===== src/rpf_pkg.sv =====
// Shared types, codes and constants of the rotated pixel frame store.
package rpf_pkg;

  localparam int DEF_PANEL_WIDTH  = 104;
  localparam int DEF_PANEL_HEIGHT = 212;

  localparam int COORD_W  = 11;
  localparam int BIDX_W   = 12;
  localparam int OPCODE_W = 2;
  localparam int DATA_W   = 8;
  localparam int APB_W    = 32;
  localparam int CFG_ADDR_W = 3;

  localparam logic [OPCODE_W-1:0] OP_PLOT  = 2'd0;
  localparam logic [OPCODE_W-1:0] OP_CLEAR = 2'd1;
  localparam logic [OPCODE_W-1:0] OP_READ  = 2'd2;

  localparam logic [1:0] ROT_0   = 2'd0;
  localparam logic [1:0] ROT_90  = 2'd1;
  localparam logic [1:0] ROT_180 = 2'd2;
  localparam logic [1:0] ROT_270 = 2'd3;

  localparam logic REG_ROTATION = 1'b0;
  localparam logic REG_INVERT   = 1'b1;

  localparam logic [1:0] ROTATION_RST = ROT_270;
  localparam logic       INVERT_RST   = 1'b0;

  localparam logic [DATA_W-1:0] PIXEL_MSB_MASK = 8'h80;
  localparam logic [DATA_W-1:0] BYTE_ZERO      = 8'h00;
  localparam logic [DATA_W-1:0] BYTE_ONES      = 8'hFF;

  typedef struct packed {
    logic [1:0] rotation;
    logic       invert_color;
  } cfg_t;

  function automatic int addr_w(int depth);
    return (depth > 1) ? $clog2(depth) : 1;
  endfunction

endpackage


===== src/rpf_ram.sv =====
// Generic single-port-write, single-port-read RAM with registered read data.
module rpf_ram
  import rpf_pkg::*;
#(
  parameter int WIDTH = DATA_W,
  parameter int DEPTH = 16
) (
  input  logic                      clk,
  input  logic                      we,
  input  logic [addr_w(DEPTH)-1:0]  waddr,
  input  logic [WIDTH-1:0]          wdata,
  input  logic                      re,
  input  logic [addr_w(DEPTH)-1:0]  raddr,
  output logic [WIDTH-1:0]          rdata
);

  logic [WIDTH-1:0] mem [DEPTH];
  logic [WIDTH-1:0] rdata_r;

  always_ff @(posedge clk) begin
    if (we) begin
      mem[waddr] <= wdata;
    end
    // hold the last read word until the next read
    if (re) begin
      rdata_r <= mem[raddr];
    end
  end

  assign rdata = rdata_r;

endmodule


===== config.mk =====
export PLATFORM = sky130hd
export DESIGN_NAME = rpf_ram
export DESIGN_NICKNAME = d
export VERILOG_FILES = /design/src/rpf_pkg.sv /design/src/rpf_ram.sv
export SDC_FILE = /design/constraint.sdc
export NUM_CORES = 1
export LEC_CHECK = 0
export BUFFER_PORTS_ARGS = -buffer_cell sky130_fd_sc_hd__buf_4
export CAP_MARGIN = 20
export CORE_ASPECT_RATIO = 1.2
export CORE_MARGIN = 2
export CORE_UTILIZATION = 53
export CTS_CLUSTER_SIZE = 28
export DETAILED_ROUTE_END_ITERATION = 8
export HOLD_SLACK_MARGIN = 0.1
export PLACE_DENSITY = 0.71
export SLEW_MARGIN = 40
export SYNTH_ARGS = -nofsm -noshare
export SYNTH_HDL_FRONTEND = slang
export SYNTH_SLANG_ARGS = --single-unit

===== constraint.sdc =====
create_clock -name clk -period 1.9 [get_ports clk]
set_input_delay 0.285 -clock clk [delete_from_list [all_inputs] [get_ports clk]]
set_output_delay 0.285 -clock clk [all_outputs]
set_load 0.05 [all_outputs]

[Word-level counts from Yosys, hierarchy flattened]
Memory sizes are Yosys's and may differ from the RTL's. A register that Yosys moved wholly into a read port is not among the register bits.
Cells that the tools add are included.
Storage, ports and cells
  register bits: 0
  logic and storage cells: 3
  output and inout port bits: 8
  memories: 1
  memory bits (writable): 128
Operators by class
  multiplexer cells: 2
Memory list
  mem: words 16, bits a word 8, read ports 1, clocked after Yosys merged registers in 1, wr ports 1, line rpf_ram.sv:17  | logic [WIDTH-1:0] mem [DEPTH];
Operator list (number)
  2-to-1 mux 1 bit: 2

[Depth between registers and ports, before layout]
  word-level depth: 2
  depth in mapped cells: 5

[Worst setup path before layout]
Ideal clock, no wire load.
  path kind: input port to flip-flop
  start point: input port waddr[2]
  end point: memory mem[0][0] in the netlist's numbering, enable pin
  path slack: 0.122 ns
  required time: 1.517 ns
  setup time: 0.383 ns
  stages: 2
  data arrival time: 1.395 ns
  buffers on the path: 0
  cells stage by stage: or3b_2 nor3_1
RTL lines
  from (decl): line rpf_ram.sv:10  | input logic [addr_w(DEPTH)-1:0] waddr,
  to (decl): line rpf_ram.sv:17
No word-level cell before the write port.

==> reports/results.ini <==
[floorplan]
initial_core_util_pct=54.7
die_area_um2=10700
num_rows=39
die-height_um=113
fp.dieW_um=94.7
ioPinCount=27
coreArea_um2=9560

[synth]
synth_mux_area_share_pct=14.8
synth_seq_cells=136
synthXorXnorAreaFrac_pct=0
syn_inst=229
yosysWarnings=0
synth-simple-area-share_pct=3.14
synth_compound_area_share_pct=2.30
synth_seq_area_share_pct=78.1
synthAdderAreaFrac_pct=0
synth_top_family_by_area=multiplexers
avgSynthCellArea_um2=22.8
synth_cell_types=18
synth_nets=248
netlist_area_um2=5230

[job]
drv_cap=0

[place]
place.detailed.hpwl_mm=6.12
port_buffers=26
gp_congestion=0.715
placed_area_um2=5710
place_inst=390

[final_layout]
nets=305
area_growth_pct=20.8
finalNonFillerCells=422
n_fill_cell=645
diodes=0
fin_area_um2=6310
fin_util_pct=66.0
drive_above_1_share_pct=31.8

[power_and_ir_drop]
irDropWorstVdd_mv=0.738
p_leak_nw=2.15
p_per_area_nw_per_um2=1130

[global_routing]
grt_overflow=0
grt_pass1_vias=2666
grt_usage_pct=20.2
antenna_found_initial=0
grt_max_degree=33
grt_pass1_wl_mm=15.0

[timing]
rsz0062_at_grt=no
slew_violations=0
tns_ns=0
setup_viol=0
fin_crit_ns=1.50
maxSlewHeadroom_pct=73.1
worst_slew_pin_slew_ns=0.403
max_freq_mhz=665
final_hold_viol_count=0
skew_ns=0.00393
min_period_over_period_pct=79.1

[clocking]
holdBufCountCts=0
ctsResizeCount=0
clk_pin_slew_ns=0.06
cts_tree=done
clock_sinks=136
clkLatencyLatePin_ns=0.41
cts_buffers=17
h-tree-depth=4
cts_setup_buffers=0
cts_buffer_depth=2
cts-root-buf=clkbuf_16

[routing]
wl_per_cell_um=22.7
ant_nets=0
vias_per_cell=5.88
drc=0
vias=2481
drt_first_pass_iters=4
routed_wirelength_mm=9.58
drtIter0Drc=214

[run_status]
status=finished clean

[setup_path]
reg2reg_to=rdata[0]
cp_data_required_time_ns=2.05
crit_path_end=rdata[0]
reg2reg_from=mem[0][0]
worstSetupPathType=reg -> reg
end_kind=flop
cp-start-kind=flop
cp.arrival_ns=1.65
cp-startpoint=mem[0][0]
rrSetupSlack_ns=0.40
cp_max_fo=1
reg2reg_depth=3

[hold_path]
min_path_type=in -> reg
whs_path_depth=1

metal layers:
layer  part of all wire, %  GRT usage [%]  vias up
met1                    41           26.1     1290
met3                   4.7           4.86       19
met4                   3.2           9.76        0
li1                      -              -     1097
met2                    51           32.5       75
met5                     0              0        -
cell usage after synthesis:
master	n	area, um2
nand3_1	1	5.00
nor3_1	4	20.0
clkdlybuf4s25_2	3	30.0
nand3b_1	2	15.0
a22oi_1	16	120
or3b_2	1	8.76
buf_4	1	7.51
mux4_2	18	405
buf_2	3	15.0
mux4_1	14	368
nand2_1	9	33.8
buf_6	3	33.8
nand2b_1	2	12.5
nor2b_1	1	6.26
edfxtp_1	136	4080
nor2_1	13	48.8
and2_1	1	6.26
and2b_1	1	7.51
critical path: stages, from the launching register on:
cell      delay (ns)
edfxtp_1        0.36
mux4_1          0.49
a22oi_1         0.29
nand2_1         0.11
worst min path at each step:
stage              from   endpoint  slack (ns)
2_1_floorplan  wdata[0]  mem[0][0]        0.38
3_3_place_gp   wdata[6]  mem[6][6]        0.58
3_5_place_dp   wdata[6]  mem[6][6]        0.59
4_1_cts        wdata[6]  mem[6][6]        0.16
5_1_grt              re   rdata[4]        0.17
6_report       wdata[6]  mem[6][6]        0.18
sequential cells by signal, summed over array words and instances, names as in the netlist:
register	cells
mem	128
rdata	8
cells in the final DEF, fill, tap and decap left out, drive strengths merged:
cell type	instances
a22oi	16
and2	1
and2b	1
buf	48
bufinv	4
clkbuf	17
clkinv	7
clkinvlp	4
edfxtp	136
mux4	32
nand2	9
nand2b	2
nand3	1
nand3b	2
nor2	13
nor2b	1
nor3	4
or3b	1
cell type report:
type                            count  area (um2)  area share, %
Multi-Input combinational cell     83        1060           16.7
Clock buffer                       17         425           6.74
Tap cell                          123         154           2.44
Sequential cell                   136        4080           64.7
Timing Repair Buffer               48         410           6.50
Clock inverter                     15         184           2.91
per-stage QoR:
step           setup slack, ns  total power, W  hold slack [ns]
5_1_grt                  0.340         0.00733            0.174
4_1_cts                  0.387         0.00717            0.161
2_1_floorplan            0.122         0.00368            0.384
3_5_place_dp             0.110         0.00385            0.594
6_report                 0.397         0.00711            0.177
3_3_place_gp             0.118         0.00384            0.580
power by group:
| part | internal, W | total (W) | leakage [nW] | switching [W] |
|---|---|---|---|---|
| clock network | 0.00217 | 0.00333 | 0.285 | 0.00116 |
| registers | 0.00338 | 0.00340 | 1.24 | 0.0000161 |
| logic | 0.000162 | 0.000384 | 0.629 | 0.000222 |
logic make-up (layout without fill, tap and decap cells):
group	after synthesis	after routing
mux	32	32
compound gates	16	16
flops	136	136
simple gates	35	35
buf+inv	10	80
No activity file was read; power rests on OpenSTA's default activity.
