--- src/rpf_pkg.sv ---
// Shared types, codes and constants of the rotated pixel frame store.
package rpf_pkg;

  localparam int DEF_PANEL_WIDTH  = 104;
  localparam int DEF_PANEL_HEIGHT = 212;

  localparam int COORD_W  = 11;
  localparam int BIDX_W   = 12;
  localparam int OPCODE_W = 2;
  localparam int DATA_W   = 8;
  localparam int APB_W    = 32;
  localparam int CFG_ADDR_W = 3;

  localparam logic [OPCODE_W-1:0] OP_PLOT  = 2'd0;
  localparam logic [OPCODE_W-1:0] OP_CLEAR = 2'd1;
  localparam logic [OPCODE_W-1:0] OP_READ  = 2'd2;

  localparam logic [1:0] ROT_0   = 2'd0;
  localparam logic [1:0] ROT_90  = 2'd1;
  localparam logic [1:0] ROT_180 = 2'd2;
  localparam logic [1:0] ROT_270 = 2'd3;

  localparam logic REG_ROTATION = 1'b0;
  localparam logic REG_INVERT   = 1'b1;

  localparam logic [1:0] ROTATION_RST = ROT_270;
  localparam logic       INVERT_RST   = 1'b0;

  localparam logic [DATA_W-1:0] PIXEL_MSB_MASK = 8'h80;
  localparam logic [DATA_W-1:0] BYTE_ZERO      = 8'h00;
  localparam logic [DATA_W-1:0] BYTE_ONES      = 8'hFF;

  typedef struct packed {
    logic [1:0] rotation;
    logic       invert_color;
  } cfg_t;

  function automatic int addr_w(int depth);
    return (depth > 1) ? $clog2(depth) : 1;
  endfunction

endpackage

--- src/rpf_cfg.sv ---
// APB register file: rotation and colour inversion.
module rpf_cfg
  import rpf_pkg::*;
(
  input  logic                  clk,
  input  logic                  rst_n,
  input  logic                  psel,
  input  logic                  penable,
  input  logic                  pwrite,
  input  logic [CFG_ADDR_W-1:0] paddr,
  input  logic [APB_W-1:0]      pwdata,
  output logic [APB_W-1:0]      prdata,
  output logic                  pready,
  output cfg_t                  cfg
);

  cfg_t cfg_r, cfg_nxt;
  logic reg_idx;

  assign reg_idx = paddr[2];
  assign pready  = 1'b1;

  always_comb begin
    cfg_nxt = cfg_r;
    if (psel && penable && pwrite) begin
      unique case (reg_idx)
        REG_ROTATION: cfg_nxt.rotation     = pwdata[1:0];
        REG_INVERT:   cfg_nxt.invert_color = pwdata[0];
        default:      cfg_nxt = cfg_r;
      endcase
    end
  end

  always_comb begin
    unique case (reg_idx)
      REG_ROTATION: prdata = {{(APB_W-2){1'b0}}, cfg_r.rotation};
      REG_INVERT:   prdata = {{(APB_W-1){1'b0}}, cfg_r.invert_color};
      default:      prdata = '0;
    endcase
  end

  always_ff @(posedge clk) begin
    if (!rst_n) begin
      cfg_r.rotation     <= ROTATION_RST;
      cfg_r.invert_color <= INVERT_RST;
    end else begin
      cfg_r <= cfg_nxt;
    end
  end

  assign cfg = cfg_r;

endmodule

--- config.mk ---
export PLATFORM = sky130hd
export DESIGN_NAME = rpf_cfg
export DESIGN_NICKNAME = d
export VERILOG_FILES = /design/src/rpf_pkg.sv /design/src/rpf_cfg.sv
export SDC_FILE = /design/constraint.sdc
export NUM_CORES = 1
export LEC_CHECK = 0
export BUFFER_PORTS_ARGS = -buffer_cell sky130_fd_sc_hd__buf_2
export CAP_MARGIN = 40
export CORE_MARGIN = 3
export CORE_UTILIZATION = 27
export CTS_CLUSTER_DIAMETER = 80
export DETAILED_ROUTE_END_ITERATION = 8
export GPL_ROUTABILITY_DRIVEN = 0
export PLACE_DENSITY_LB_ADDON = 0.12
export SYNTH_ARGS = -nofsm -noshare
export SYNTH_HDL_FRONTEND = slang
export SYNTH_SLANG_ARGS = --single-unit
--- constraint.sdc ---
create_clock -name clk -period 1 [get_ports clk]
set_clock_uncertainty 0.1 [all_clocks]
set_input_delay 0.05 -clock clk [delete_from_list [all_inputs] [get_ports clk]]
set_output_delay 0.05 -clock clk [all_outputs]
set_load 0.005 [all_outputs]
== Yosys cells after proc, flatten, opt, wreduce, memory -nomap -nowiden ==
Cells that the tools add are included.

* Logic and storage cells: 8
* Bits in registers: 3
* Output and inout port bits: 36

* Muxes and demuxes: 1
* Bitwise logic cells: 1
* Reductions and logical operators: 4

{| class="wikitable"
|+ Operator list
! kind !! number
|-
| case mux 32 bit (2 select lines) || 1
|-
| AND reduction 2 bit || 2
|-
| logical AND 1 bit || 2
|-
| inverter 1 bit || 1
|}

== Longest topological paths before layout ==
* Word-level depth: 3
* Mapped depth: 2

== Least setup slack after synthesis ==
Ideal clock, no wire load.

* Path kind: register -> output
* From: register cfg_r, in the netlist cfg[0]
* To: output prdata[0]
* Required time: 0.850 ns
* Stages on the path, launching flop included: 2
* Data arrival time: 0.572 ns
* Slack: 0.278 ns
* Cell sequence: dfxtp_1 -> mux2_2

* Cells in the longest elaborated chain, start to end: 1

{| class="wikitable"
|+ Ends and longest elaborated chain
! element !! RTL line !! RTL
|-
| start: declaration || rpf_cfg.sv:17 || <nowiki>cfg_t cfg_r, cfg_nxt;</nowiki>
|-
| start signal: assignment || rpf_cfg.sv:47 || <nowiki>cfg_r <= cfg_nxt;</nowiki>
|-
| case mux 32 bit (2 select lines) || rpf_cfg.sv:35 || <nowiki>unique case (reg_idx)</nowiki>
|-
| end: declaration || rpf_cfg.sv:12 || <nowiki>output logic [APB_W-1:0] prdata,</nowiki>
|}

No other way between the ends. The select of a mux whose other input is x is not followed.

== Worst setup path in the final report ==
* From: register cfg_r, in the netlist cfg[1]
* To: output prdata[0]

Same word-level chain as after synthesis.

==> results.md <==
* Fill cells at 151
* Setup CP Type: reg2out
* Tmin final at 1.07 ns
* YS warnings at 0
* Max Fclk at 933 MHz
* Total Routed Length at 606 um
* Nets at 108
* Slew Viols, Final at 0
* Slowest-stage cell, CP: dfxtp_2
* Final period util at 107%
* P&R area growth vs syn at 6.52%
* DR vias/cell at 3.24
* Drt drc at 0
* Pin count of the biggest net entering global routing at 7
* Max FO, Critical Path at 3
* Global-route wire length before repair at 745 um
* Routed len/inst at 7.39 um
* Total Power at 429 uW
* Final Worst Setup Slack at -0.0713 ns
* Final hold vios at 0
* Cell Pwr Density at 999 mW/mm^2
* Cells after Synth at 49
* Commonest non-fill, non-tap cell in the layout: conb_1
* Initial antenna violation count at 0
* CP delay by family, top: flip-flops
* Core Rows at 13
* Clk_lat worst skew at 0.23 ns
* Clock sinks at 3
* Die Y at 44.6 um
* CP Capture Type: output port
* Boundary Pins at 76
* CTS tree: yes
* Ratio of cells with drive above 1 in the final layout at 34.3%
* Synthesized cell area at 403 sq um
* Final HPWL DP at 488 um
* Clock transition at path regs at 0.04 ns
* Worst vdd ir at 0.000468 V
* Bufs and invs on worst path at 1
* Critical Path Start Type: flip-flop
* Critical path, cell by cell: mux2_2, buf_2
* Leakage at 0.240 nW
* CTS Buf Count at 3
* Gr ovfl total at 0
* Hold crit path type: in2reg
* RSZ-0062 raised after global routing: yes
* Via count at 266
* Max Cap Viol at 0
* Grt met3 use at 2.85%
* Crit path largest cell delay at 0.32 ns
* Initial DRT Pass Iterations at 2
* Final core occ at 31.8%
* Initial cell density of the core at 29.8%
* Run status: complete, but fails checks
* Met1 Resource Use GR at 7.21%
* GRT Util Overall at 5.78%
* Met2 Usage GRT at 6.02%
* Yosys reg bits at 3
* CTS H-tree lvls at 1
* Core outline area at 0.00135 sq mm
* Arrival time worst endpoint at 0.92 ns
* Worst Path Required at 0.85 ns
* Routed Antenna Nets at 0
* Register area share after synthesis at 14.9%
* Number of global-route vias before repair at 198
* Root Driver: clkbuf_4
* Max reg flops at 3
* Diode count at 0
* Die W at 44.6 um
* Final setup viols at 1
* Commonest non-fill, non-tap cells in the layout: conb_1, buf_2, nor2b_1
* Synth unique cells at 10
* Most used routing layer: met4
* Port Buf Inserts at 12
* Failing checks: negative setup slack
* Die footprint at 0.00199 sq mm
* Buffer depth of the longest clock path at 2
* 1st-iter DRT viols at 1
* Syn_area_per_cell at 8.22 sq um
cell type report:
type	count	area, sq um	area share [%]
Sequential cell	3	63.8	14.9
Multi-Input combinational cell	44	219	51.0
Timing Repair Buffer	16	101	23.6
Clock buffer	4	26.3	6.12
Tap cell	15	18.8	4.37
worst register-to-register path: stages, from the launching register on:
cell     delay, ns
dfxtp_2       0.31
buf_4         0.13
nor2b_1       0.09
mux2i_1       0.07
layer usage:
metal / vias to the layer above / routed length [um]
met5: - / 0
met4: 0 / 0
met3: 0 / 119
met2: 30 / 234
met1: 107 / 252
li1: 129 / -
through the flow:
stage | setup TNS [ns] | setup WS [ns] | hold slack, ns | std cells | cell area, sq um
after floorplan | 0 | 0.278 | 0.0888 | 78 | 512
after global placement | 0 | 0.151 | 0.211 | 74 | 358
after detailed placement | 0 | 0.132 | 0.216 | 74 | 358
after CTS | -0.0808 | -0.0808 | 0.00104 | 81 | 415
after global routing | -0.109 | -0.0973 | 0.0216 | 82 | 429
final | -0.0713 | -0.0713 | 0.00622 | 82 | 429
power breakdown:
part | switching, mW | internal [mW]
sequential | 0.00164 | 0.123
clock | 0.0677 | 0.150
combinational | 0.0483 | 0.0378
total | 0.118 | 0.311
logic make-up after synthesis:
kind of cell	synth area share, %
buffers and inverters	57.8
flip-flops	14.9
multiplexers	10.2
other	1.86
AND/OR/NAND/NOR	15.2
cell usage after synthesis:
library cell  instances  area (sq um)
nand4_1               1          6.26
nor2b_1               4          25.0
conb_1                2          7.51
and2b_2               1          8.76
mux2i_1               3          30.0
buf_4                31           233
and4b_4               1          13.8
mux2_2                1          11.3
dfxtp_1               3          60.1
nand2_1               2          7.51
final timing paths:
| check | start | slack (ns) | cells after the start | to |
|---|---|---|---|---|
| worst min-delay path | rst_n | 0.006 | 3 | cfg[0] |
| worst max register to register | cfg[2] | 0.18 | 3 | cfg[2] |
| worst max-delay path | cfg[1] | -0.07 | 2 | prdata[0] |
| worst min register to register | cfg[1] | 0.43 | 2 | cfg[1] |
timing repair:
action,4_1_cts,5_1_grt
endpoints found under the setup margin,2,2
hold buffers,2,0
hold endpoints to repair,2,0
buffers inserted,1,1
gates resized for setup,3,1
(Power assumes the default switching activity.)
