## src/rpf_pkg.sv

```systemverilog
// Shared types, codes and constants of the rotated pixel frame store.
package rpf_pkg;

  localparam int DEF_PANEL_WIDTH  = 104;
  localparam int DEF_PANEL_HEIGHT = 212;

  localparam int COORD_W  = 11;
  localparam int BIDX_W   = 12;
  localparam int OPCODE_W = 2;
  localparam int DATA_W   = 8;
  localparam int APB_W    = 32;
  localparam int CFG_ADDR_W = 3;

  localparam logic [OPCODE_W-1:0] OP_PLOT  = 2'd0;
  localparam logic [OPCODE_W-1:0] OP_CLEAR = 2'd1;
  localparam logic [OPCODE_W-1:0] OP_READ  = 2'd2;

  localparam logic [1:0] ROT_0   = 2'd0;
  localparam logic [1:0] ROT_90  = 2'd1;
  localparam logic [1:0] ROT_180 = 2'd2;
  localparam logic [1:0] ROT_270 = 2'd3;

  localparam logic REG_ROTATION = 1'b0;
  localparam logic REG_INVERT   = 1'b1;

  localparam logic [1:0] ROTATION_RST = ROT_270;
  localparam logic       INVERT_RST   = 1'b0;

  localparam logic [DATA_W-1:0] PIXEL_MSB_MASK = 8'h80;
  localparam logic [DATA_W-1:0] BYTE_ZERO      = 8'h00;
  localparam logic [DATA_W-1:0] BYTE_ONES      = 8'hFF;

  typedef struct packed {
    logic [1:0] rotation;
    logic       invert_color;
  } cfg_t;

  function automatic int addr_w(int depth);
    return (depth > 1) ? $clog2(depth) : 1;
  endfunction

endpackage

```

## src/rpf_xform.sv

```systemverilog
// Rotation, bounds check and byte address / bit mask of one logical pixel.
module rpf_xform
  import rpf_pkg::*;
#(
  parameter int PANEL_WIDTH  = DEF_PANEL_WIDTH,
  parameter int PANEL_HEIGHT = DEF_PANEL_HEIGHT
) (
  input  logic [1:0]                  rotation,
  input  logic signed [COORD_W-1:0]   pos_x,
  input  logic signed [COORD_W-1:0]   pos_y,
  output logic                        hit,
  output logic [addr_w(((PANEL_WIDTH + 7) / 8) * PANEL_HEIGHT)-1:0] byte_addr,
  output logic [DATA_W-1:0]           bit_mask
);

  localparam int ROW_BYTES   = (PANEL_WIDTH + 7) / 8;
  localparam int STORE_BYTES = ROW_BYTES * PANEL_HEIGHT;
  localparam int ADDR_W      = addr_w(STORE_BYTES);

  localparam logic [COORD_W-1:0] W_L   = COORD_W'(PANEL_WIDTH);
  localparam logic [COORD_W-1:0] H_L   = COORD_W'(PANEL_HEIGHT);
  localparam logic [COORD_W-1:0] ONE_L = COORD_W'(1);
  localparam logic [ADDR_W-1:0]  ROW_L = ADDR_W'(ROW_BYTES);

  logic [COORD_W-1:0] ux, uy, ext_x, ext_y, px, py;

  always_comb begin
    ux = {1'b0, pos_x[COORD_W-2:0]};
    uy = {1'b0, pos_y[COORD_W-2:0]};
    ext_x = rotation[0] ? H_L : W_L;
    ext_y = rotation[0] ? W_L : H_L;
    hit = !pos_x[COORD_W-1] && !pos_y[COORD_W-1] && (ux < ext_x) && (uy < ext_y);
    unique case (rotation)
      ROT_0: begin
        px = ux;
        py = uy;
      end
      ROT_90: begin
        px = W_L - ONE_L - uy;
        py = ux;
      end
      ROT_180: begin
        px = W_L - ONE_L - ux;
        py = H_L - ONE_L - uy;
      end
      default: begin
        px = uy;
        py = H_L - ONE_L - ux;
      end
    endcase
    byte_addr = ADDR_W'(px[COORD_W-1:3]) + ADDR_W'(py) * ROW_L;
    bit_mask  = PIXEL_MSB_MASK >> px[2:0];
  end

endmodule

```

## config.mk

```make
export PLATFORM = sky130hd
export DESIGN_NAME = rpf_xform
export DESIGN_NICKNAME = d
export VERILOG_FILES = /design/src/rpf_pkg.sv /design/src/rpf_xform.sv
export SDC_FILE = /design/constraint.sdc
export NUM_CORES = 1
export LEC_CHECK = 0
export BUFFER_PORTS_ARGS = -buffer_cell sky130_fd_sc_hd__buf_2
export CAP_MARGIN = 20
export CORE_MARGIN = 2
export CORE_UTILIZATION = 64
export DETAILED_ROUTE_END_ITERATION = 12
export GPL_TIMING_DRIVEN = 1
export PLACE_DENSITY_LB_ADDON = 0.3
export SYNTH_ARGS = -nofsm -noshare
export SYNTH_HDL_FRONTEND = slang
export SYNTH_SLANG_ARGS = --single-unit
```

## constraint.sdc

```tcl
create_clock -name vclk -period 9.21
set_input_delay 0.4605 -clock vclk [all_inputs]
set_output_delay 0.4605 -clock vclk [all_outputs]
set_load 0.005 [all_outputs]
```

After elaboration in Yosys (flattened, before gate mapping). Index checks and enable logic that the tools add are counted.

Bits in registers: 0. Bits of input ports: 24. Output and inout port bits: 21.

$add $sub $neg: 5. Multiply operators: 1. Order comparisons: 2. Eq/ne operators: 2. Shifts and indexed selects: 1. Mux-type cells: 4. Reduce and logical (&&, ||, !) cells: 6.

Operators by type and width (count): $pmux 11 s3 (2); $sub 7x10->11 const A (2); $sub 8x10->11 const A (2); $lt 10x8->1 (2); $mux 8 (2); $add 8x12->12 (1); $mul 11x4->12 const B (1); $shr 8x3->8 const A (1); $logic_and 1x1->1 (3); $eq 2x1->1 const B (1); $eq 2x2->1 const B (1); $logic_not 1->1 (2); $logic_not 2->1 (1).

Depth between registers and ports, before layout.
Word-level depth: 4. Mapped depth: 21. Depth with buffers taken out: 20.

Worst setup path after synthesis. Ideal clock, no wire load.

Path kind: input -> output. Start point: input rotation[1]. End point: output byte_addr[11]. Data arrival time: 4275 ps. Setup slack: 4475 ps. Stages on the path: 20. Path buffers: 1. Cells stage by stage: nor2b_2 > buf_6 > mux2i_1 > ha_1 > inv_1 > a21oi_1 > or3_1 > o31ai_1 > a211oi_1 > inv_1 > fa_1 > fa_1 > inv_1 > ha_1 > o21a_1 > nor2_1 > nor2b_1 > a21oi_1 > o21ai_0 > xnor3_1.

Longest elaborated chain between the ends: 4.

Ends and longest elaborated chain: start: declaration (line rpf_xform.sv:8) `input logic [1:0] rotation,`; $eq 2x2->1 (tied with other cells) (line rpf_xform.sv:33) `unique case (rotation)`; $pmux 11 s3 (line rpf_xform.sv:33); $mul 11x4->12 (line rpf_xform.sv:51) `byte_addr = ADDR_W'(px[COORD_W-1:3]) + ADDR_W'(py) * ROW_L;`; $add 8x12->12 * (line rpf_xform.sv:51); end: declaration (line rpf_xform.sv:12) `output logic [addr_w(((PANEL_WIDTH + 7) / 8) * PANEL_HEIGHT)-1:0] byte_addr,`.

Every way passes the cells marked *; elsewhere a longest branch is shown, timed or not.

Worst setup path after layout. Ends and elaborated chain as after synthesis.

==> flow_summary_export.csv <==
group,metric,value,unit
global_route,grt_pass1_wl,9510,um
global_route,track_usage,28.2,%
placement,place.gp.congestion,0.909,
routing,wirelength,5310,um
finish,nClkBuffers,0,
sta,rsz0062_at_grt,"false",
setup_path,crit_chain,"buf_2, nor2b_2, mux2i_1, ha_1, inv_1, a21oi_1, or3_1, o31ai_1, a211oi_1, inv_1, fa_1, fa_1, inv_1, ha_1, o21a_1, nor2_1, nor2b_1, a21oi_1, o21ai_0, xnor3_1, buf_2",
clock_network,holdBufCountCts,0,
die,die_h,63.2,um
routing,first_pass_iters,4,
die,dieWidth,63.2,um
min_path,min_path_cells,4,
sta,slew_headroom,60.9,%
finish,nFlopsAndLatches,0,
synthesis,syn-cell-area,2250,um^2
sta,finalHoldViolCount,0,
finish,diodes,0,
global_route,antenna_found_initial,0,
synthesis,synth_cell_type_count,52,
power_and_ir_drop,power_density,192,nW/um^2
status,status,"complete, no violations",
flow_run,drv_cap,0,
routing,vias,2249,
setup_path,crit_start,"rotation[1]",
synthesis,synth_fp_nets,383,
setup_path,cp-end-kind,"primary output",
global_route,grtUsageMet1,36.4,%
finish,n_fill_cell,299,
sta,fmax,166,MHz
sta,hold_slack,1.26,ns
finish,regArea,0,um^2
routing,drt_iter0_drc,153,
synthesis,yosysSeqAreaShare,0,%
global_route,grt-ovfl-total,0,
min_path,hp-class,"in -> out",
finish,layout.cells.non_filler,383,
routing,wire_per_inst,13.9,um
die,fp.dieArea,4000,um^2
finish,fin_nets,412,
die,io_pins,45,
setup_path,crit_path_max_fanout,33,
setup_path,cp_slowest_cell,"fa_1",
setup_path,cp_num_buf_inv,5,
clock_network,cts_setup_buffers,0,
die,start_util,66.8,%
routing,post-route-drc-count,0,
sta,setup_tns,0,ns
die,num_rows,21,
global_route,met3_usage,2.32,%
setup_path,cp.required,8.75,ns
synthesis,ys_warn_count,0,
min_path,min_to,"hit",
setup_path,cp-start-kind,"input port",
setup_path,timing.critical_path.mode_cell,"inv_1",
power_and_ir_drop,leakage,1.25,nW
die,core_area,3360,um^2
routing,ant_nets,0,
sta,finalMaxSlewViolations,0,
finish,drive_gt1_share,15.7,%
min_path,worstHoldStart,"pos_x[10]",
routing,viasPerCell,5.87,
global_route,use_met2,50.7,%
sta,period_minus_slack,6.02,ns
power_and_ir_drop,max-vdd-ir-drop,0.253,mV
sta,finalCritPeriodShare,65.4,%
setup_path,cp_slowest_stage_delay,0.56,ns
placement,numPortBuffers,45,
placement,place_inst,383,
global_route,grt_pass1_vias,2154,
global_route,busiest_layer,"met2",
synthesis,syn_inst,310,
global_route,grt_max_degree,57,
finish,area_delta_synth_final,8.97,%
clock_network,cts_resized,0,
setup_path,arrival,5.56,ns
setup_path,crit_type,"in -> out",
placement,dpl.hpwl,4160,um
sta,worst_pin_slew,0.586,ns
setup_path,cpLargestDelayFamily,"adder cells",
sta,final-setup-viol-count,0,
synthesis,avgSynthCellArea,7.24,um^2
[worst min-delay path, cell delays in order]
cell	delay, ns
buf_2	0.08
nor4_1	0.04
o2111a_1	0.11
buf_2	0.11
[routing by layer]
layer,part of all wire [%],routed length [um],up-vias
li1,-,-,1145
met5,0,0,-
met1,43,2300,997
met2,48,2550,93
met3,6.5,343,14
met4,2.1,110,0
[synthesized netlist by cell type (3+ instances only)]
cell       n  area share, %
a211oi_1   5            1.7
a21boi_0   3            1.0
a21o_1     4            1.3
a21oi_1   17            3.8
a31oi_1    4            1.1
buf_2      5            1.1
clkbuf_1  11            1.8
fa_1      13             12
ha_1      36             20
inv_1     33            5.5
mux2_2     3            1.5
mux2i_1   19            8.5
nand2_1   24            4.0
nand3_1    6            1.3
nor2_1    29            4.8
nor2b_1    6            1.7
nor3_1     7            1.6
o21a_1     6            2.0
o21ai_0   18            4.0
o21ai_1    4           0.89
o22ai_1    4            1.1
xnor2_1   12            4.7
xor2_1     4            1.6
[through the flow]
step	area (um^2)	util, %	worst slack, ns	power (mW)
2_1_floorplan	2250	-	4.47	0.333
3_3_place_gp	2450	72.8	3.44	0.456
3_5_place_dp	2450	72.8	3.20	0.468
4_1_cts	2450	72.8	3.20	0.472
5_1_grt	2450	72.8	2.84	0.542
6_report	2450	72.8	3.19	0.469
[power breakdown]
part           switching [mW]  leakage, nW  internal (mW)
registers                   0            0              0
clock network               0            0              0
logic                   0.239         1.25          0.230
total                   0.239         1.25          0.230
[worst max path at each step]
| stage | end | slack (ns) | depth (start not counted) |
|---|---|---|---|
| 2_1_floorplan | byte_addr[11] | 4.47 | 20 |
| 6_report | byte_addr[11] | 3.19 | 21 |
| 5_1_grt | byte_addr[11] | 2.84 | 21 |
| 3_5_place_dp | byte_addr[11] | 3.20 | 21 |
| 4_1_cts | byte_addr[11] | 3.20 | 21 |
| 3_3_place_gp | byte_addr[11] | 3.44 | 21 |
[cell type report]
class | instances | area (um^2) | share of cell area [%]
inverter | 35 | 131 | 5.37
tap | 46 | 57.6 | 2.35
multi-input combinational | 256 | 2030 | 82.8
timing repair buffer | 46 | 233 | 9.51
[cell families (layout without fill, tap and decap cells)]
kind of cell | after synthesis | after routing | share of synthesized area [%]
xor+xnor | 17 | 17 | 7.24
mux | 22 | 22 | 9.97
buf+inv | 54 | 81 | 9.80
simple gates | 87 | 87 | 17.9
fa+ha+maj | 49 | 49 | 31.6
compound gates | 81 | 81 | 23.4
[cells in the final DEF, fill, tap and decap left out, types with 2 or more instances in the layout]
cell	n
nor2_1	29
o31ai_1	2
a21oi_1	17
nor4_1	2
nand3b_1	2
a21o_1	4
nand3_1	6
a32o_1	2
nor2b_1	6
xor2_1	4
fa_1	13
and3_1	2
o22ai_1	4
nand2_1	24
a211oi_1	5
o21ai_0	18
inv_1	33
o21a_1	6
nand2b_1	2
a31oi_1	4
mux2_2	3
nor3_1	7
a32oi_1	2
o21ai_1	4
a21boi_0	3
xnor2_1	12
mux2i_1	19
ha_1	36
buf_2	45
o211ai_1	2
Note: power is estimated with default switching activity, not from simulation.
